===== config.mk =====
export PLATFORM = sky130hd
export DESIGN_NAME = tree_mask_delta_decoder
export DESIGN_NICKNAME = d
export VERILOG_FILES = /design/src/rtl/tmdd_pkg.sv /design/src/rtl/tree_mask_delta_decoder.sv
export SDC_FILE = /design/constraint.sdc
export NUM_CORES = 1
export LEC_CHECK = 0
export ABC_AREA = 1
export BUFFER_PORTS_ARGS = -buffer_cell sky130_fd_sc_hd__buf_4
export CORE_ASPECT_RATIO = 0.7
export CORE_MARGIN = 1.5
export CORE_UTILIZATION = 40
export DETAILED_ROUTE_END_ITERATION = 8
export PLACE_DENSITY = 0.55
export SYNTH_ARGS = -nofsm -noshare
export SYNTH_HDL_FRONTEND = slang
export SYNTH_SLANG_ARGS = --single-unit

===== constraint.sdc =====
create_clock -name i_clk -period 3.3 [get_ports i_clk]
set_input_delay 0.99 -clock i_clk [delete_from_list [all_inputs] [get_ports i_clk]]
set_output_delay 0.99 -clock i_clk [all_outputs]
set_load 0.02 [all_outputs]

===== src/rtl/tmdd_pkg.sv =====
// ----------------------------------------------------------------------------
// tmdd_pkg: shared types, constants and priority encoders for the decoder
// Holds the block geometry of the tree-masked frame-delta stream.
// ----------------------------------------------------------------------------
package tmdd_pkg;

    // Number of four-line blocks covered by the top mask (1..16)
    localparam int TOP_BLOCKS = 13;

    localparam int BYTE_W   = 8;
    localparam int TOP_W    = 16;
    localparam int TOP_IDX_W = 4;
    localparam int SUB_IDX_W = 3;
    localparam int PIX_IDX_W = 2;
    localparam int COORD_W  = 6;
    localparam int LCNT_W   = 7;

    localparam logic [LCNT_W-1:0] LINE_COUNT_RST = LCNT_W'(51);

    // Top mask bits that map to real blocks
    localparam logic [TOP_W-1:0] TOP_USED = TOP_W'((32'h1 << TOP_BLOCKS) - 32'h1);

    typedef logic [BYTE_W-1:0] t_byte;

    typedef struct packed {
        logic                 found;
        logic [TOP_IDX_W-1:0] idx;
    } t_seek_top;

    typedef struct packed {
        logic                 found;
        logic [SUB_IDX_W-1:0] idx;
    } t_seek_sub;

    // Lowest set, used top bit at or above 'from'
    function automatic t_seek_top seek_top(input logic [TOP_W-1:0] mask,
                                           input logic [TOP_IDX_W:0] from);
        logic [TOP_W-1:0] m;
        t_seek_top        r;
        m       = mask & TOP_USED & ({TOP_W{1'b1}} << from);
        r.found = |m;
        r.idx   = '0;
        for (int i = TOP_W - 1; i >= 0; i--) begin
            if (m[i]) begin
                r.idx = TOP_IDX_W'(i);
            end
        end
        return r;
    endfunction

    // Lowest set bit of a byte mask at or above 'from'
    function automatic t_seek_sub seek_sub(input t_byte mask,
                                           input logic [SUB_IDX_W:0] from);
        t_byte     m;
        t_seek_sub r;
        m       = mask & ({BYTE_W{1'b1}} << from);
        r.found = |m;
        r.idx   = '0;
        for (int i = BYTE_W - 1; i >= 0; i--) begin
            if (m[i]) begin
                r.idx = SUB_IDX_W'(i);
            end
        end
        return r;
    endfunction

endpackage


===== src/rtl/tree_mask_delta_decoder.sv =====
// ----------------------------------------------------------------------------
// tree_mask_delta_decoder: tree-masked frame-delta stream to pixel writes
// Latency: a result word is registered when its stream byte is accepted.
// Throughput: one byte per cycle while the result channel does not stall; the mask seek is one priority encode.
// Reset: synchronous, active low; decoder waits for a top mask, line count 51.
// ----------------------------------------------------------------------------
module tree_mask_delta_decoder (
    input  logic                              i_clk,
    input  logic                              i_rst_n,
    // stream byte channel
    input  logic                              i_in_valid,
    output logic                              o_in_stall,
    input  tmdd_pkg::t_byte                   i_stream_byte,
    // result channel
    output logic                              o_out_valid,
    input  logic                              i_out_stall,
    output logic                              o_pixel_valid,
    output logic [tmdd_pkg::COORD_W-1:0]      o_pixel_column,
    output logic [tmdd_pkg::COORD_W-1:0]      o_pixel_line,
    output tmdd_pkg::t_byte                   o_pixel_value,
    output logic                              o_frame_done,
    // line count register write
    input  logic                              i_cfg_valid,
    output logic                              o_cfg_ready,
    input  logic [tmdd_pkg::LCNT_W-1:0]       i_cfg_data
);
    import tmdd_pkg::*;

    // Decoder phase: which kind of byte the stream holds next
    typedef enum logic [2:0] {
        PH_TOP0 = 3'd0,   // low byte of top mask
        PH_TOP1 = 3'd1,   // high byte of top mask
        PH_MID  = 3'd2,   // mid mask of the current block
        PH_LEAF = 3'd3,   // leaf mask of the current half-line
        PH_PIX  = 3'd4    // one of four pixel bytes of the current group
    } t_phase_e;

    // Decode state
    t_phase_e               r_phase,      n_phase;
    logic [TOP_W-1:0]       r_top_mask,   n_top_mask;
    logic [TOP_IDX_W-1:0]   r_top_index,  n_top_index;
    t_byte                  r_mid_mask,   n_mid_mask;
    logic [SUB_IDX_W-1:0]   r_mid_index,  n_mid_index;
    t_byte                  r_leaf_mask,  n_leaf_mask;
    logic [SUB_IDX_W-1:0]   r_leaf_index, n_leaf_index;
    logic [PIX_IDX_W-1:0]   r_pix_index,  n_pix_index;
    logic [LCNT_W-1:0]      r_line_count;

    // Result register
    logic                   r_out_valid;
    logic                   r_pix_valid,  n_pix_valid;
    logic [COORD_W-1:0]     r_pix_col,    n_pix_col;
    logic [COORD_W-1:0]     r_pix_line,   n_pix_line;
    t_byte                  r_pix_val,    n_pix_val;
    logic                   r_done,       n_done;

    logic                   in_accept;
    logic [COORD_W-1:0]     pix_line;
    logic [COORD_W-1:0]     pix_col;

    // Priority encoders. The "next" seeks resume one past the current node;
    // the byte seek serves both a fresh mid mask and a fresh leaf mask.
    t_seek_top              s_top_first;
    t_seek_top              s_top_next;
    t_seek_sub              s_byte_first;
    t_seek_sub              s_mid_next;
    t_seek_sub              s_leaf_next;

    // The result register drains whenever the sink takes it, so a new byte
    // is taken in the same cycle as the old result leaves.
    assign o_in_stall  = r_out_valid & i_out_stall;
    assign in_accept   = i_in_valid & ~o_in_stall;
    assign o_cfg_ready = 1'b1;

    assign s_top_first  = seek_top({i_stream_byte, r_top_mask[BYTE_W-1:0]}, '0);
    assign s_top_next   = seek_top(r_top_mask, {1'b0, r_top_index} + 1'b1);
    assign s_byte_first = seek_sub(i_stream_byte, '0);
    assign s_mid_next   = seek_sub(r_mid_mask, {1'b0, r_mid_index} + 1'b1);
    assign s_leaf_next  = seek_sub(r_leaf_mask, {1'b0, r_leaf_index} + 1'b1);

    // Pixel position: line = 4*block + half-line/2,
    // column = 32*(half-line odd) + 4*group + pixel
    assign pix_line = {r_top_index, r_mid_index[SUB_IDX_W-1:1]};
    assign pix_col  = {r_mid_index[0], r_leaf_index, r_pix_index};

    always_comb begin
        n_phase      = r_phase;
        n_top_mask   = r_top_mask;
        n_top_index  = r_top_index;
        n_mid_mask   = r_mid_mask;
        n_mid_index  = r_mid_index;
        n_leaf_mask  = r_leaf_mask;
        n_leaf_index = r_leaf_index;
        n_pix_index  = r_pix_index;
        n_pix_valid  = 1'b0;
        n_pix_col    = '0;
        n_pix_line   = '0;
        n_pix_val    = '0;
        n_done       = 1'b0;

        unique case (r_phase)
            PH_TOP1: begin
                n_top_mask = {i_stream_byte, r_top_mask[BYTE_W-1:0]};
                if (s_top_first.found) begin
                    n_top_index = s_top_first.idx;
                    n_phase     = PH_MID;
                end else begin
                    // empty frame: ends on the second top mask byte
                    n_phase = PH_TOP0;
                    n_done  = 1'b1;
                end
            end
            PH_MID: begin
                n_mid_mask = i_stream_byte;
                if (s_byte_first.found) begin
                    n_mid_index = s_byte_first.idx;
                    n_phase     = PH_LEAF;
                end else if (s_top_next.found) begin
                    n_top_index = s_top_next.idx;
                    n_phase     = PH_MID;
                end else begin
                    n_phase = PH_TOP0;
                    n_done  = 1'b1;
                end
            end
            PH_LEAF: begin
                n_leaf_mask = i_stream_byte;
                if (s_byte_first.found) begin
                    n_leaf_index = s_byte_first.idx;
                    n_pix_index  = '0;
                    n_phase      = PH_PIX;
                end else if (s_mid_next.found) begin
                    n_mid_index = s_mid_next.idx;
                    n_phase     = PH_LEAF;
                end else if (s_top_next.found) begin
                    n_top_index = s_top_next.idx;
                    n_phase     = PH_MID;
                end else begin
                    n_phase = PH_TOP0;
                    n_done  = 1'b1;
                end
            end
            PH_PIX: begin
                // write only lines inside the configured frame height
                if ({1'b0, pix_line} < r_line_count) begin
                    n_pix_valid = 1'b1;
                    n_pix_col   = pix_col;
                    n_pix_line  = pix_line;
                    n_pix_val   = i_stream_byte;
                end
                if (&r_pix_index) begin
                    // group finished: advance to the next marked node
                    if (s_leaf_next.found) begin
                        n_leaf_index = s_leaf_next.idx;
                        n_pix_index  = '0;
                        n_phase      = PH_PIX;
                    end else if (s_mid_next.found) begin
                        n_mid_index = s_mid_next.idx;
                        n_phase     = PH_LEAF;
                    end else if (s_top_next.found) begin
                        n_top_index = s_top_next.idx;
                        n_phase     = PH_MID;
                    end else begin
                        n_phase = PH_TOP0;
                        n_done  = 1'b1;
                    end
                end else begin
                    n_pix_index = r_pix_index + 1'b1;
                end
            end
            default: begin
                // first top mask byte; clears the high half
                n_top_mask = {{(TOP_W-BYTE_W){1'b0}}, i_stream_byte};
                n_phase    = PH_TOP1;
            end
        endcase
    end

    always_ff @(posedge i_clk) begin
        if (!i_rst_n) begin
            r_phase      <= PH_TOP0;
            r_top_mask   <= '0;
            r_top_index  <= '0;
            r_mid_mask   <= '0;
            r_mid_index  <= '0;
            r_leaf_mask  <= '0;
            r_leaf_index <= '0;
            r_pix_index  <= '0;
            r_line_count <= LINE_COUNT_RST;
            r_out_valid  <= 1'b0;
        end else begin
            if (i_cfg_valid) begin
                r_line_count <= i_cfg_data;
            end
            if (in_accept) begin
                r_phase      <= n_phase;
                r_top_mask   <= n_top_mask;
                r_top_index  <= n_top_index;
                r_mid_mask   <= n_mid_mask;
                r_mid_index  <= n_mid_index;
                r_leaf_mask  <= n_leaf_mask;
                r_leaf_index <= n_leaf_index;
                r_pix_index  <= n_pix_index;
                // a word is produced only for a pixel write or a frame end
                r_out_valid  <= n_pix_valid | n_done;
            end else if (!i_out_stall) begin
                r_out_valid <= 1'b0;
            end
        end
    end

    // Result payload: load only with a new word, hold while stalled
    always_ff @(posedge i_clk) begin
        if (in_accept) begin
            r_pix_valid <= n_pix_valid;
            r_pix_col   <= n_pix_col;
            r_pix_line  <= n_pix_line;
            r_pix_val   <= n_pix_val;
            r_done      <= n_done;
        end
    end

    assign o_out_valid    = r_out_valid;
    assign o_pixel_valid  = r_pix_valid;
    assign o_pixel_column = r_pix_col;
    assign o_pixel_line   = r_pix_line;
    assign o_pixel_value  = r_pix_val;
    assign o_frame_done   = r_done;

endmodule


==> results.toml <==
[clock_tree]
cts_tree = "yes"
clk_latency_ns = 0.34
cts_root_buf = "clkbuf_16"
post_cts_buffers = 0
clockBufferDepth = 2
cts_made_buffers = 9
clock-sinks = 74
clkTransAtPathRegs_ns = 0.06
cts_hold_buf = 0
ctsResizeCount = 0
htreeDepth = 3

[routing]
met1_length_um = 6020
drt_iter0_markers = 338
drt_wl_total_um = 11500
top_layer = "met4"
drc = 0
wl_met2_um = 4450
met3_length_um = 768
wl_per_cell_um = 15.8
vias = 3816
dr.pass1.iters = 7
final_antenna_net_count = 0
avgViaCountPerCell = 5.24

[final_layout]
drive_above_1_share = 0.165
final_area_um2 = 4830
utilization = 0.495
diodes = 0
layout_commonest_cell = "nand2_1"
nNetsFinal = 630
fillers = 986
area_delta_synth_final_pct = 19.5
final_cell_mix = "nand2_1 (113), inv_1 (64), a21oi_1 (59)"

[yosys]
syn_nets = 582
synth_ff_type = "dfxtp_1"
async_flop_share = 0
synth-edff-count = 22
synth_cell_types = 42
synth_top_area_share = 0.257
yosys_warnings = 0
synth-seq-cells = 74
synth_area_leaders = "dfxtp_1 (26%), edfxtp_1 (16%), nand2_1 (10%)"
syn_avg_cell_area_um2 = 7.39
syn_area_um2 = 4040
synth_top_cell_by_area = "dfxtp_1"
yosysSeqAreaShare = 0.421
synth_cells = 547

[global_routing]
grt_pass1_vias = 3519
antenna_found_initial = 0
grt_max_degree = 39
grt_pass1_wl_um = 18300
grt-ovfl-total = 0
grt.total_usage = 0.230

[pwr]
power.density_nw_per_um2 = 508
p_int_w = 0.00179
clock_power_share = 0.433
p_sw_w = 0.000669
combPwrFrac = 0.152
sw_frac_of_total = 0.272
leakagePower_nw = 2.21
ir_worst_vdd_v = 0.000362
seq_power_share = 0.416

[setup_path]
crit_required_ns = 3.57
crit_arrival_ns = 2.75
worstPathMaxFanout = 6
critPathCaptureType = "flip-flop"
critPathLaunchType = "input pin"
setup.worst_path.class = "input pin to flip-flop"

[timing]
tns_ns = 0
relSlewSlack = 0.564
fmax_mhz = 402
drv_slew = 0
setup_viol = 0
fin_skew_ns = 0.00823
min_period_ns = 2.49
tightestPinTransition_ns = 0.653
min_period_over_period = 0.754
final_hold_viol_count = 0
rsz0062_at_grt = "no"
hold-worst-slack_ns = 0.456

[die]
row_count = 30
core_area_um2 = 9760
die_h_um = 87.1
ios = 45
dieArea_um2 = 10700
initial_core_util = 0.414
die_width_um = 123

[run]
drv_cap = 0

[placement]
gp_congestion = 0.976
port_buffers = 43
hpwlAfterDp_um = 8430
place_area_um2 = 4510

[run_status]
status = "completed"

[worst_hold_path]
hp-class = "flip-flop to flip-flop"
## Yosys cell counts, drive strengths merged, types with 2 or more instances
cell,count
nand2,121
inv,73
a21oi,61
nor2,57
o21ai,54
dfxtp,52
nand3,41
edfxtp,22
ha,15
clkbuf,8
nor3,8
nand4,7
buf,4
a31oi,3
nor4,3
o211ai,3
a22oi,2
o21bai,2
o31ai,2
## flip-flops by register name, indices dropped and copies added, names as in the netlist
name,count
r_leaf_mask,8
o_pixel_valid,1
r_top_index,4
o_pixel_value,8
o_pixel_column,6
r_mid_mask,8
o_out_valid,1
r_leaf_index,3
r_pix_index,2
o_pixel_line,6
r_mid_index,3
r_phase,3
r_line_count,7
o_frame_done,1
r_top_mask,13
## per-layer routing
metal | up-vias | global-route usage
met2 | 122 | 0.315
met4 | 0 | 0.0825
li1 | 1918 | -
met3 | 25 | 0.0681
met5 | - | 0
met1 | 1751 | 0.338
## power groups by stage
| stage | clock network, W | registers (W) | logic (W) |
|---|---|---|---|
| after floorplan | 0 | 0.00104 | 0.000245 |
| after global placement | 0 | 0.00104 | 0.000364 |
| after detailed placement | 0 | 0.00104 | 0.000365 |
| after CTS | 0.00108 | 0.00102 | 0.000369 |
| after global routing | 0.00112 | 0.00103 | 0.000418 |
| final | 0.00106 | 0.00102 | 0.000373 |
## critical path, stage by stage
cell and delay, ns:
buf_4 0.12, nor2_1 0.20, nand3_1 0.17, nor2_1 0.26, inv_1 0.14, a21oi_1 0.24
nand3_1 0.13, nor2_2 0.14, nand2_4 0.09, inv_2 0.08, nand2_1 0.06, a21oi_2 0.12
## cells by family (layout without fill, tap and decap cells)
logic type,after synthesis,count (layout),share of synthesized area
AND/OR/NAND/NOR,240,240,0.270
AO/OA/AOI/OAI,131,131,0.177
adder cells (fa/ha/maj),15,15,0.0464
XOR/XNOR,1,1,0.00217
buffers and inverters,85,138,0.0823
other,1,1,0.000927
flip-flops,74,74,0.421
## stage by stage
step | worst slack (ns) | power [W] | instances
after floorplan | 0.555 | 0.00128 | 547
after global placement | 0.616 | 0.00140 | 712
after detailed placement | 0.584 | 0.00140 | 712
after CTS | 0.862 | 0.00247 | 728
after global routing | 0.669 | 0.00256 | 728
final | 0.811 | 0.00245 | 728
## worst paths after layout
check / cells past startpoint / end / slack [ns] / startpoint
setup / recovery: 12 / r_top_index[2]$_SDFFE_PN0P_ / 0.81 / i_stream_byte[4]
hold / removal: 2 / r_line_count[0]$_SDFFE_PN1P_ / 0.46 / r_line_count[0]$_SDFFE_PN1P_
setup reg to reg: 16 / r_mid_index[0]$_SDFFE_PN0P_ / 0.90 / r_leaf_index[1]$_SDFFE_PN0P_
hold reg to reg: 2 / r_line_count[0]$_SDFFE_PN1P_ / 0.46 / r_line_count[0]$_SDFFE_PN1P_
## final cells by class
class                      count  area [µm²]  area share
multi-input combinational    388        2010       0.416
clock inverter                 5        77.6      0.0160
sequential                    74        1700       0.352
clock buffer                  11         243      0.0502
tap                          128         160      0.0331
inverter                      73         274      0.0567
timing repair buffer          49         368      0.0761
Power figures use the tool's default switching activity.
